[config.mk]
export PLATFORM = sky130hd
export DESIGN_NAME = toy_risc_execute_unit
export DESIGN_NICKNAME = d
export VERILOG_FILES = /design/src/design/tre_pkg.sv /design/src/design/tre_front.sv /design/src/design/tre_queue.sv /design/src/design/tre_back.sv /design/src/design/toy_risc_execute_unit.sv
export SDC_FILE = /design/constraint.sdc
export NUM_CORES = 2
export LEC_CHECK = 0
export BUFFER_PORTS_ARGS = -buffer_cell sky130_fd_sc_hd__buf_2
export CAP_MARGIN = 20
export CORE_MARGIN = 2
export CORE_UTILIZATION = 45
export DETAILED_ROUTE_END_ITERATION = 10
export GPL_TIMING_DRIVEN = 1
export HOLD_SLACK_MARGIN = 0.03
export SETUP_SLACK_MARGIN = 0.1
export SLEW_MARGIN = 15
export SYNTH_ARGS = -nofsm -noshare
export SYNTH_HDL_FRONTEND = slang
export SYNTH_SLANG_ARGS = --single-unit
[constraint.sdc]
create_clock -name clk_i -period 8.64 [get_ports clk_i]
set_clock_uncertainty 0.05 [all_clocks]
set_input_delay 1.728 -clock clk_i [delete_from_list [all_inputs] [get_ports clk_i]]
set_output_delay 1.728 -clock clk_i [all_outputs]
set_load 0.02 [all_outputs]
[src/design/tre_pkg.sv]
// shared types and constants of the toy risc execute unit
// used by the front, queue and back modules and the top level
package tre_pkg;

  localparam int REG_W         = 5;
  localparam int DATA_W        = 32;
  localparam int TGT_W         = 10;
  localparam int FUNC_W        = 4;
  localparam int PROGRAM_DEPTH = 1024;
  localparam int QUEUE_DEPTH   = 2;
  localparam int QPTR_W        = $clog2(QUEUE_DEPTH);
  localparam int QCNT_W        = $clog2(QUEUE_DEPTH + 1);
  localparam int IN_W          = 64;
  localparam int OUT_W         = 56;

  // instruction codes as they arrive on the input stream
  typedef enum logic [FUNC_W-1:0] {
    FUNC_ADD  = 4'd0,
    FUNC_ADDI = 4'd1,
    FUNC_SUB  = 4'd2,
    FUNC_MULT = 4'd3,
    FUNC_DIV  = 4'd4,
    FUNC_B    = 4'd5,
    FUNC_BEQ  = 4'd6,
    FUNC_BNQ  = 4'd7,
    FUNC_LOAD = 4'd8
  } func_e;

  // operation class handed from the front to the back
  typedef enum logic [3:0] {
    OP_NONE,
    OP_ADD,
    OP_ADDI,
    OP_SUB,
    OP_MUL,
    OP_DIV,
    OP_BR,
    OP_BEQ,
    OP_BNE,
    OP_LOAD
  } op_e;

  typedef struct packed {
    op_e               op;
    logic [REG_W-1:0]  dest_reg;
    logic [REG_W-1:0]  src_a_reg;
    logic [REG_W-1:0]  src_b_reg;
    logic [DATA_W-1:0] immediate;
    logic [TGT_W-1:0]  branch_target;
  } instr_t;

  typedef struct packed {
    logic              divide_by_zero;
    logic [TGT_W-1:0]  next_index;
    logic              branch_taken;
    logic [DATA_W-1:0] write_value;
    logic [REG_W-1:0]  write_reg;
    logic              wrote;
  } result_t;

endpackage

[src/design/tre_front.sv]
// front end: classifies an incoming instruction and hands it to the queue
// depends on tre_pkg
module tre_front (
  input  logic [tre_pkg::FUNC_W-1:0] func_i,
  input  logic [tre_pkg::REG_W-1:0]  dest_reg_i,
  input  logic [tre_pkg::REG_W-1:0]  src_a_reg_i,
  input  logic [tre_pkg::REG_W-1:0]  src_b_reg_i,
  input  logic [tre_pkg::DATA_W-1:0] immediate_i,
  input  logic [tre_pkg::TGT_W-1:0]  branch_target_i,
  output tre_pkg::instr_t            instr_o
);
  import tre_pkg::*;

  op_e op;

  always_comb begin
    unique case (func_i)
      FUNC_ADD:  op = OP_ADD;
      FUNC_ADDI: op = OP_ADDI;
      FUNC_SUB:  op = OP_SUB;
      FUNC_MULT: op = OP_MUL;
      FUNC_DIV:  op = OP_DIV;
      FUNC_B:    op = OP_BR;
      FUNC_BEQ:  op = OP_BEQ;
      FUNC_BNQ:  op = OP_BNE;
      FUNC_LOAD: op = OP_LOAD;
      default:   op = OP_NONE;
    endcase
  end

  always_comb begin
    instr_o.op            = op;
    instr_o.dest_reg      = dest_reg_i;
    instr_o.src_a_reg     = src_a_reg_i;
    instr_o.src_b_reg     = src_b_reg_i;
    instr_o.immediate     = immediate_i;
    // targets wrap at the program depth
    instr_o.branch_target = TGT_W'(32'(branch_target_i) % PROGRAM_DEPTH);
  end

endmodule

[src/design/tre_queue.sv]
// short instruction queue between the front and the back
// depends on tre_pkg
module tre_queue (
  input  logic            clk_i,
  input  logic            rst_ni,
  input  logic            push_i,
  output logic            ready_o,
  input  tre_pkg::instr_t push_data_i,
  output logic            valid_o,
  input  logic            pop_i,
  output tre_pkg::instr_t pop_data_o
);
  import tre_pkg::*;

  instr_t              slot_q [QUEUE_DEPTH];
  logic [QPTR_W-1:0]   wr_ptr_q, wr_ptr_d;
  logic [QPTR_W-1:0]   rd_ptr_q, rd_ptr_d;
  logic [QCNT_W-1:0]   cnt_q, cnt_d;
  logic                do_push, do_pop;

  assign ready_o    = cnt_q != QCNT_W'(QUEUE_DEPTH);
  assign valid_o    = cnt_q != '0;
  assign pop_data_o = slot_q[rd_ptr_q];
  assign do_push    = push_i && ready_o;
  assign do_pop     = pop_i && valid_o;

  always_comb begin
    wr_ptr_d = wr_ptr_q;
    rd_ptr_d = rd_ptr_q;
    if (do_push) begin
      wr_ptr_d = (wr_ptr_q == QPTR_W'(QUEUE_DEPTH - 1)) ? '0 : wr_ptr_q + 1'b1;
    end
    if (do_pop) begin
      rd_ptr_d = (rd_ptr_q == QPTR_W'(QUEUE_DEPTH - 1)) ? '0 : rd_ptr_q + 1'b1;
    end
    cnt_d = cnt_q + QCNT_W'(do_push) - QCNT_W'(do_pop);
  end

  always_ff @(posedge clk_i or negedge rst_ni) begin
    if (!rst_ni) begin
      wr_ptr_q <= '0;
      rd_ptr_q <= '0;
      cnt_q    <= '0;
    end else begin
      wr_ptr_q <= wr_ptr_d;
      rd_ptr_q <= rd_ptr_d;
      cnt_q    <= cnt_d;
    end
  end

  always_ff @(posedge clk_i) begin
    if (do_push) begin
      slot_q[wr_ptr_q] <= push_data_i;
    end
  end

endmodule

[src/design/tre_back.sv]
// back end: register file, alu, iterative divider and result register
// depends on tre_pkg
module tre_back #(
  parameter int NUM_REGS = 32
) (
  input  logic                       clk_i,
  input  logic                       rst_ni,
  input  logic                       q_valid_i,
  input  tre_pkg::instr_t            q_data_i,
  output logic                       q_pop_o,
  output logic                       m_valid_o,
  input  logic                       m_ready_i,
  output tre_pkg::result_t           m_result_o
);
  import tre_pkg::*;

  localparam int IDX_W = $clog2(NUM_REGS);
  localparam int EXT_W = (IDX_W > REG_W) ? IDX_W : REG_W;

  typedef enum logic [4:0] {
    S_IDLE = 5'b00001,
    S_READ = 5'b00010,
    S_EXEC = 5'b00100,
    S_DIV  = 5'b01000,
    S_DWB  = 5'b10000
  } state_e;

  state_e            state_q, state_d;
  instr_t            instr_q, instr_d;

  logic [DATA_W-1:0] regs [NUM_REGS];
  logic [NUM_REGS-1:0] vld_q;
  logic [DATA_W-1:0] rdata_a_q, rdata_b_q;
  logic              rvld_a_q, rvld_b_q;

  logic [EXT_W-1:0]  a_ext, b_ext, d_ext;
  logic [IDX_W-1:0]  idx_a, idx_b, idx_d;
  logic              ok_a, ok_b, ok_d;
  logic [DATA_W-1:0] op_a, op_b;

  // divider state
  logic [DATA_W-1:0] rem_q, rem_d;
  logic [DATA_W-1:0] quo_q, quo_d;
  logic [DATA_W-1:0] dvs_q, dvs_d;
  logic              neg_q, neg_d;
  logic [REG_W-1:0]  cnt_q, cnt_d;
  logic [DATA_W:0]   rem_sh, diff;
  logic              ge;

  result_t           res;
  result_t           out_q, out_d;
  logic              out_vld_q, out_vld_d;
  logic              out_free;
  logic              res_ready;
  logic              fin;
  logic              wr_en;

  assign a_ext = EXT_W'(instr_q.src_a_reg);
  assign b_ext = EXT_W'(instr_q.src_b_reg);
  assign d_ext = EXT_W'(instr_q.dest_reg);
  assign idx_a = a_ext[IDX_W-1:0];
  assign idx_b = b_ext[IDX_W-1:0];
  assign idx_d = d_ext[IDX_W-1:0];
  assign ok_a  = 32'(instr_q.src_a_reg) < 32'(NUM_REGS);
  assign ok_b  = 32'(instr_q.src_b_reg) < 32'(NUM_REGS);
  assign ok_d  = 32'(instr_q.dest_reg) < 32'(NUM_REGS);

  // never-written and out-of-range registers read as zero
  assign op_a = (ok_a && rvld_a_q) ? rdata_a_q : '0;
  assign op_b = (ok_b && rvld_b_q) ? rdata_b_q : '0;

  // one restoring step of the unsigned magnitude divide
  assign rem_sh = {rem_q, quo_q[DATA_W-1]};
  assign diff   = rem_sh - {1'b0, dvs_q};
  assign ge     = !diff[DATA_W];

  assign out_free = !out_vld_q || m_ready_i;

  always_comb begin
    logic [DATA_W-1:0] val;
    logic              wr;
    logic              taken;
    logic              dz;
    val       = '0;
    wr        = 1'b0;
    taken     = 1'b0;
    dz        = 1'b0;
    res_ready = 1'b1;
    if (state_q == S_DWB) begin
      val = neg_q ? (~quo_q + 1'b1) : quo_q;
      wr  = 1'b1;
    end else begin
      unique case (instr_q.op)
        OP_ADD:  begin val = op_a + op_b;              wr = 1'b1; end
        OP_ADDI: begin val = op_a + instr_q.immediate; wr = 1'b1; end
        OP_SUB:  begin val = op_a - op_b;              wr = 1'b1; end
        OP_MUL:  begin val = DATA_W'(op_a * op_b);     wr = 1'b1; end
        OP_DIV: begin
          wr = 1'b1;
          if (op_b == '0) begin
            dz = 1'b1;
          end else begin
            res_ready = 1'b0;
          end
        end
        OP_BR:   taken = 1'b1;
        OP_BEQ:  taken = op_a == op_b;
        OP_BNE:  taken = op_a != op_b;
        OP_LOAD: begin val = instr_q.immediate; wr = 1'b1; end
        default: ;
      endcase
    end
    res.wrote          = wr && ok_d;
    res.write_reg      = wr ? instr_q.dest_reg : '0;
    res.write_value    = wr ? val : '0;
    res.branch_taken   = taken;
    res.next_index     = taken ? instr_q.branch_target : '0;
    res.divide_by_zero = dz;
  end

  always_comb begin
    state_d   = state_q;
    instr_d   = instr_q;
    q_pop_o   = 1'b0;
    fin       = 1'b0;
    rem_d     = rem_q;
    quo_d     = quo_q;
    dvs_d     = dvs_q;
    neg_d     = neg_q;
    cnt_d     = cnt_q;
    unique case (state_q)
      S_IDLE: begin
        if (q_valid_i) begin
          q_pop_o = 1'b1;
          instr_d = q_data_i;
          state_d = S_READ;
        end
      end
      S_READ: state_d = S_EXEC;
      S_EXEC: begin
        if (!res_ready) begin
          rem_d   = '0;
          quo_d   = op_a[DATA_W-1] ? (~op_a + 1'b1) : op_a;
          dvs_d   = op_b[DATA_W-1] ? (~op_b + 1'b1) : op_b;
          neg_d   = op_a[DATA_W-1] ^ op_b[DATA_W-1];
          cnt_d   = REG_W'(DATA_W - 1);
          state_d = S_DIV;
        end else if (out_free) begin
          fin     = 1'b1;
          state_d = S_IDLE;
        end
      end
      S_DIV: begin
        rem_d = ge ? diff[DATA_W-1:0] : rem_sh[DATA_W-1:0];
        quo_d = {quo_q[DATA_W-2:0], ge};
        cnt_d = cnt_q - 1'b1;
        if (cnt_q == '0) begin
          state_d = S_DWB;
        end
      end
      S_DWB: begin
        if (out_free) begin
          fin     = 1'b1;
          state_d = S_IDLE;
        end
      end
      default: state_d = S_IDLE;
    endcase
  end

  assign wr_en = fin && res.wrote;

  always_comb begin
    out_vld_d = out_vld_q;
    out_d     = out_q;
    if (m_ready_i) begin
      out_vld_d = 1'b0;
    end
    if (fin) begin
      out_vld_d = 1'b1;
      out_d     = res;
    end
  end

  always_ff @(posedge clk_i or negedge rst_ni) begin
    if (!rst_ni) begin
      state_q   <= S_IDLE;
      out_vld_q <= 1'b0;
      vld_q     <= '0;
    end else begin
      state_q   <= state_d;
      out_vld_q <= out_vld_d;
      if (wr_en) begin
        vld_q[idx_d] <= 1'b1;
      end
    end
  end

  always_ff @(posedge clk_i) begin
    instr_q <= instr_d;
    out_q   <= out_d;
    rem_q   <= rem_d;
    quo_q   <= quo_d;
    dvs_q   <= dvs_d;
    neg_q   <= neg_d;
    cnt_q   <= cnt_d;
  end

  // register file: one write port, two registered read ports
  always_ff @(posedge clk_i) begin
    if (wr_en) begin
      regs[idx_d] <= res.write_value;
    end
    rdata_a_q <= regs[idx_a];
    rdata_b_q <= regs[idx_b];
  end

  always_ff @(posedge clk_i or negedge rst_ni) begin
    if (!rst_ni) begin
      rvld_a_q <= 1'b0;
      rvld_b_q <= 1'b0;
    end else begin
      rvld_a_q <= vld_q[idx_a];
      rvld_b_q <= vld_q[idx_b];
    end
  end

  assign m_valid_o  = out_vld_q;
  assign m_result_o = out_q;

endmodule

[src/design/toy_risc_execute_unit.sv]
// channel   dir  width  fields (lsb first)
// s_axis    in   64     func, dest_reg, src_a_reg, src_b_reg, immediate, branch_target
// m_axis    out  56     wrote, write_reg, write_value, branch_taken, next_index,
//                       divide_by_zero
//
// an instruction passes read and exec states, div also divide states (one quotient
// bit a cycle in the iterative divider); the back handles one instruction at a time
// the front and a two-entry queue keep taking requests while the back is busy
// a finished result sits in the output register, so a stall on m_axis only
// holds the back once a second result is ready; reset clears register valid bits
// top level: decoupled front, queue and back of the toy risc execute unit
// depends on tre_pkg, tre_front, tre_queue and tre_back
module toy_risc_execute_unit #(
  parameter int NUM_REGS = 32
) (
  input  logic                     clk_i,
  input  logic                     rst_ni,
  input  logic                     s_axis_tvalid,
  output logic                     s_axis_tready,
  // func, dest_reg, src_a_reg, src_b_reg, immediate, branch_target, zero pad
  input  logic [tre_pkg::IN_W-1:0] s_axis_tdata,
  output logic                     m_axis_tvalid,
  input  logic                     m_axis_tready,
  // wrote, write_reg, write_value, branch_taken, next_index, divide_by_zero, zero pad
  output logic [tre_pkg::OUT_W-1:0] m_axis_tdata
);
  import tre_pkg::*;

  instr_t  front_instr;
  instr_t  q_data;
  logic    q_valid;
  logic    q_pop;
  result_t result;

  tre_front u_front (
    .func_i          (s_axis_tdata[3:0]),
    .dest_reg_i      (s_axis_tdata[8:4]),
    .src_a_reg_i     (s_axis_tdata[13:9]),
    .src_b_reg_i     (s_axis_tdata[18:14]),
    .immediate_i     (s_axis_tdata[50:19]),
    .branch_target_i (s_axis_tdata[60:51]),
    .instr_o         (front_instr)
  );

  tre_queue u_queue (
    .clk_i       (clk_i),
    .rst_ni      (rst_ni),
    .push_i      (s_axis_tvalid),
    .ready_o     (s_axis_tready),
    .push_data_i (front_instr),
    .valid_o     (q_valid),
    .pop_i       (q_pop),
    .pop_data_o  (q_data)
  );

  tre_back #(
    .NUM_REGS (NUM_REGS)
  ) u_back (
    .clk_i      (clk_i),
    .rst_ni     (rst_ni),
    .q_valid_i  (q_valid),
    .q_data_i   (q_data),
    .q_pop_o    (q_pop),
    .m_valid_o  (m_axis_tvalid),
    .m_ready_i  (m_axis_tready),
    .m_result_o (result)
  );

  assign m_axis_tdata = {6'b0, result};

endmodule

**Word-level counts from Yosys, hierarchy flattened**

Memories as Yosys holds them, arrays and structs flattened. A register that Yosys moved wholly into a read port is not among the register bits.
Cells that the tools add are included.

- Add/subtract/negate cells: 12
- Multiply operators: 1
- Magnitude comparators: 4
- Equal/unequal tests: 20
- Mux-type cells: 46
- Bitwise logic cells: 7
- Reductions and logical operators: 18

Operators by type and width:

| operator | number |
|---|---|
| 2-to-1 mux 32 bit | 9 |
| case mux 32 bit (5 select lines) | 1 |
| case mux 32 bit (2 select lines) | 2 |
| adder 32 x 1 -> 32 bit, second input constant | 3 |
| NOT 32 bit | 3 |
| adder 32 bit | 2 |
| subtractor 33 x 32 -> 33 bit | 1 |
| equality test 32 bit | 1 |
| logical NOT 32 bit | 1 |
| multiplier 32 x 32 -> 32 bit | 1 |
| != test 32 bit | 1 |
| bitwise OR 32 bit | 1 |
| subtractor 32 bit | 1 |
| 2-to-1 mux 31 bit | 1 |
| 2-to-1 mux 5 bit | 5 |
| case mux 5 bit (5 select lines) | 1 |
| 2-to-1 mux 1 bit | 21 |
| < comparator 5 x 6 -> 1 bit, second input constant | 3 |
| equality test 4 x 3 -> 1 bit, second input constant | 4 |
| binary-select mux 1 bit (select 5 bit) | 2 |
| case mux 5 bit (2 select lines) | 1 |
| equality test 4 x 2 -> 1 bit, second input constant | 2 |
| equality test 4 bit, second input constant | 2 |
| AND reduction 2 bit | 4 |
| other kinds (25) | 35 |

- Register bits: 196
- RAM bits: 1146
- Memory bits (read-only): 64
- Bits of input ports: 68
- Output and inout bits: 58
- Memories kept: 3

Memories:

| memory | words | bits a word | read ports | clocked after memory_dff | write ports | RTL line | text |
|---|---|---|---|---|---|---|---|
| u_back.regs | 32 | 32 | 2 | 2 | 1 | tre_back.sv:31 | `logic [DATA_W-1:0] regs [NUM_REGS];` |
| u_queue.slot_q | 2 | 61 | 1 | 1 | 1 | tre_queue.sv:15 | `instr_t slot_q [QUEUE_DEPTH];` |
| (name not given) | 16 | 4 | 1 | 0 | 0 | tre_front.sv:17 | `unique case (func_i)` |

**Logic depth before layout (Yosys ltp)**

- Depth in word-level cells: 10
- Depth in mapped cells: 33
- Mapped depth without buffers: 28

**By module**

From an unflattened synthesis, not the netlist that was laid out.

- Cells, all modules: 5932
- Area, all modules: 86330.3 um^2

By module, submodules not included:

| module | instances | cells an instance | area an instance (um^2) | sequential area each (um^2) |
|---|---|---|---|---|
| tre_back | 1 | 5643 | 81117.8 | 39429.1 |
| tre_queue | 1 | 212 | 4642.0 | 3763.6 |
| tre_front | 1 | 70 | 521.8 | 0.0 |
| toy_risc_execute_unit | 1 | 7 | 48.8 | 0.0 |

**Worst setup path before layout**

No wires, ideal clock.

- Path kind: register to register
- Start: reg u_back.rvld_a_q
- End: reg u_back.out_q (netlist bit u_back.m_result_o[30]) (data pin)
- Arrival time: 8.973 ns
- Data required time: 8.117 ns
- Slack: -0.856 ns
- Cell stages (with the launch flop): 30
- Buffers on the path: 5
- Period minus slack after synthesis: 9.496 ns
- Cell sequence: dfrtp_1 -> clkbuf_1 -> clkbuf_1 -> clkbuf_1 -> clkbuf_1 -> buf_1 -> nand2_1 -> clkinv_1 -> ha_1 -> fa_1 -> fa_1 -> inv_1 -> fa_1 -> fa_1 -> inv_1 -> ha_1 -> ha_1 -> fa_1 -> fa_1 -> ha_1 -> o21a_1 -> o21ai_0 -> o2bb2ai_1 -> or4_1 -> a21oi_1 -> o31ai_1 -> a21oi_1 -> mux2i_1 -> a22oi_1 -> a21boi_0

RTL lines:

| element | RTL line | text |
|---|---|---|
| from (decl) | tre_back.sv:34 | `logic rvld_a_q, rvld_b_q;` |
| from (signal assigned) | tre_back.sv:223 | `rvld_a_q <= vld_q[idx_a];` |
| to (signal assigned) | tre_back.sv:201 | `out_q <= out_d;` |
| to (decl) | tre_back.sv:51 | `result_t out_q, out_d;` |

==> implementation parameters <==
Parameter                              Value

Yosys
  Yosys warning total    0
  Async set or reset register ratio after synthesis    2.999%
  Synth Cell Area    0.08599 mm^2
  Average cell area after synthesis    14.55 um^2
  Cells taking the most area after synthesis    edfxtp_1 47%, mux4_2 17%, fa_1 9.6%
  Number of different library cells in the post-synthesis netlist    94
  Post-synth top flop    edfxtp_1
  Share of Yosys cell area claimed by the top area cell type    47.46%
  Number of enable flip-flop cells after synthesis    1359
  Number of standard cells after synthesis    5908
  Most frequent cells after synthesis    1359 x edfxtp_1, 660 x mux4_2, 500 x nand2_1, 481 x inv_1, 441 x nor2_1
  Top-count cell post-synth    edfxtp_1
  Yosys top cell by area    edfxtp_1
  Sequential fraction of the synthesis area    50.23%
  Total of flip-flops plus latches after synthesis    1467

Route
  Overall routed net length    272100 um
  Total number of vias    54926
  Remaining antenna violation count after routing    0
  Number of DRC markers after the initial detailed-route iteration    6041
  Average vias per placed instance    6.121
  Average routed wire per standard cell    30.32 um
  Remaining DRCs    0
  Number of iterations in the first detailed-routing pass    6

Clock tree
  Num CTS Buffers    153
  Hold_buf cts    0
  TritonCTS clock tree    built
  Number of buffers on the longest clock path    3
  Clock latency of the later-clocked register in the worst-skew pair    0.83 ns
  Clock tree root buffer cell    clkbuf_16
  Clock transition time at the flip-flop clock pins of the worst setup and hold paths    0.06 ns
  Clk sink count    1467
  H-tree level count    4

Worst setup path
  Worst path required time    9.12 ns
  Terminus of the critical flop-to-flop path    u_back.regs[12][31]
  Critical R2R Launch    u_back.rvld_b_q
  Type of element capturing the critical path    register
  Worst-path fanout max    29
  R2R Setup Slk    0.28 ns
  Reg2reg path depth    29
  Kind of critical path    reg -> reg
  Largest stage delay, worst path    0.52 ns
  Worst endpoint data arrival time    8.84 ns
  Critical Path Slowest Stage Cell    fa_1
  Startpoint type of the worst setup path    register
  Most used cell, CP    fa_1

Floorplan
  Overall die width    441.1 um
  Initial core utilization    45.26%
  Overall die area    0.1946 mm^2
  Core region area    0.1900 mm^2
  Overall die height    441.1 um
  Top-Level Pins    126
  # rows    160

STA
  Shortest clock period the worst path allows after layout    8.361 ns
  Final sum of negative setup slack    0 ns
  Transition time at the pin with the least slew margin    1.144 ns
  Max frequency    119.6 MHz
  Total count of max-transition violations in the final report    0
  Smallest hold slack    0.4452 ns
  Setup repair after global routing missed its margin    no
  Number of setup violations in the final report    0
  Hold violation total from the final report    0
  Worst slew margin    23.53%
  Tcrit/Tclk final    96.77%
  Crit path setup slack, layout    0.2790 ns

Final layout
  Post-layout util    51.69%
  P&R area growth vs syn    14.20%
  FF/Latch Area    0.04320 mm^2
  Design Area, Final    0.09820 mm^2
  Multi-input gate area in the final layout    0.04040 mm^2
  Non-Filler Instances    8974
  Number of filler cells placed in the layout    15799
  Ratio of cells with drive above 1 in the final layout    27.19%
  Nets    7053

Pwr
  Total chip power    28.16 mW
  Maximum VDD drop    0.0003525 V
  P_leak    36.94 nW
  PD cells    286.8 mW/mm^2

Worst hold path
  Worst Hold Launch    u_back.vld_q[26]
  End point of the worst hold path    u_back.vld_q[26]
  Cell depth of the worst hold path    1
  Tightest Hold Check Type    reg -> reg

Global routing
  Vias in the first global route    55414
  GRT Util Overall    28.20%
  Met1 global-route usage    38.54%
  Largest net degree at the start of global routing    114
  Antenna violations before repair    8
  Global-route wire length before repair    392500 um
  Remaining Overflow, GRT    0
  Most heavily used metal layer in global routing    met2
  Global-route track usage on met2    45.75%
  Met3 Resource Use GR    4.958%

Placed design
  Port Buf Inserts    116
  Pre-CTS setup slack    -0.4177 ns
  Post-Place Cell Area    0.09306 mm^2
  Gpl congestion    0.9771
  Cell count after placement    8682
  Final HPWL DP    187600 um

Job
  Max-cap violations    0

Outcome
  Outcome    complete, no violations
sequential cells by signal, indices dropped and copies added (netlist names), 32 cells and up:
register and cells:
u_back.regs 1024, u_back.m_result_o 50, u_back.rdata_a_q 32, u_back.vld_q 32, u_back.instr_q 46, u_back.dvs_q 32, u_queue.slot_q 122, u_back.quo_q 32
u_back.rdata_b_q 32, u_back.rem_q 32
metal layers:
layer	share of wire, %	vias to the layer above	routed length [um]
met5	0.016	-	44
met4	4.0	6	10980
met3	8.3	524	22650
met2	48	2593	131000
met1	39	28906	107400
li1	-	22897	-
worst max-delay path: cells and delay by family (launching register included):
family	cells	cell delay, ns
xor+xnor	7	1.38
compound gates	2	0.61
simple gates	2	0.27
fa+ha+maj	8	3.77
mux	1	0.34
buf+inv	9	1.19
flops	1	0.42
placed cells by master (no fill, tap or decap), types with 64 or more instances in the layout:
| cell type | netlist | layout |
|---|---|---|
| nand2_1 | 500 | 497 |
| buf_4 | 9 | 415 |
| o21ai_0 | 164 | 161 |
| xnor2_1 | 139 | 137 |
| inv_1 | 481 | 479 |
| nor2_1 | 441 | 406 |
| buf_2 | 0 | 115 |
| mux2_2 | 129 | 129 |
| mux4_2 | 660 | 660 |
| fa_1 | 411 | 408 |
| clkbuf_16 | 0 | 155 |
| a21oi_1 | 156 | 149 |
| xor2_1 | 96 | 93 |
| edfxtp_1 | 1359 | 1359 |
| dfxtp_1 | 64 | 64 |
| ha_1 | 242 | 240 |
timing repair:
item,CTS,global route
cloned,1,1
pin swaps,2,10
buffers inserted,4,0
gates resized for setup,8,43
setup endpoints to repair,66,395
worst max path at each step:
stage	to	slack (ns)	cells after the start	from
after floorplan	u_back.m_result_o[27]	0.10	29	u_back.rvld_a_q
after global routing	u_back.regs[16][31]	0.08	31	u_back.rvld_a_q
after global placement	u_back.regs[16][30]	-0.39	30	u_back.rvld_b_q
after CTS	u_back.regs[31][28]	0.09	30	u_back.rvld_a_q
final	u_back.regs[12][31]	0.28	29	u_back.rvld_b_q
after detailed placement	u_back.regs[16][30]	-0.42	30	u_back.rvld_b_q
power by group:
part           switching (mW)  internal (mW)  total (mW)
registers               0.564           8.77        9.34
clock network            2.83           3.56        6.39
logic                    6.90           5.53        12.4
total                    10.3           17.9        28.2
layout make-up:
class / instances / share of cell area [%]
clock inverters: 81 / 0.6600
diodes: 4 / 0.01019
repair buffers: 586 / 4.844
inverters: 503 / 1.932
clock buffers: 201 / 4.226
multi-input cells: 3621 / 41.14
well taps: 2511 / 3.199
flip-flops and latches: 1467 / 43.99
cell families (layout without fill, tap and decap cells):
family / after synthesis / after routing / share of synthesized area (%)
DFF: 1467 / 1467 / 50.23
muxes: 800 / 800 / 19.10
and+or+nand+nor: 1291 / 1291 / 6.651
adders and majority gates: 654 / 654 / 13.10
buffers and inverters: 826 / 1371 / 3.712
xor gates and xnor gates: 238 / 238 / 2.472
other: 1 / 10 / 0.004361
AOI/OAI and AO/OA: 631 / 632 / 4.723
Power figures use the tool's default switching activity.
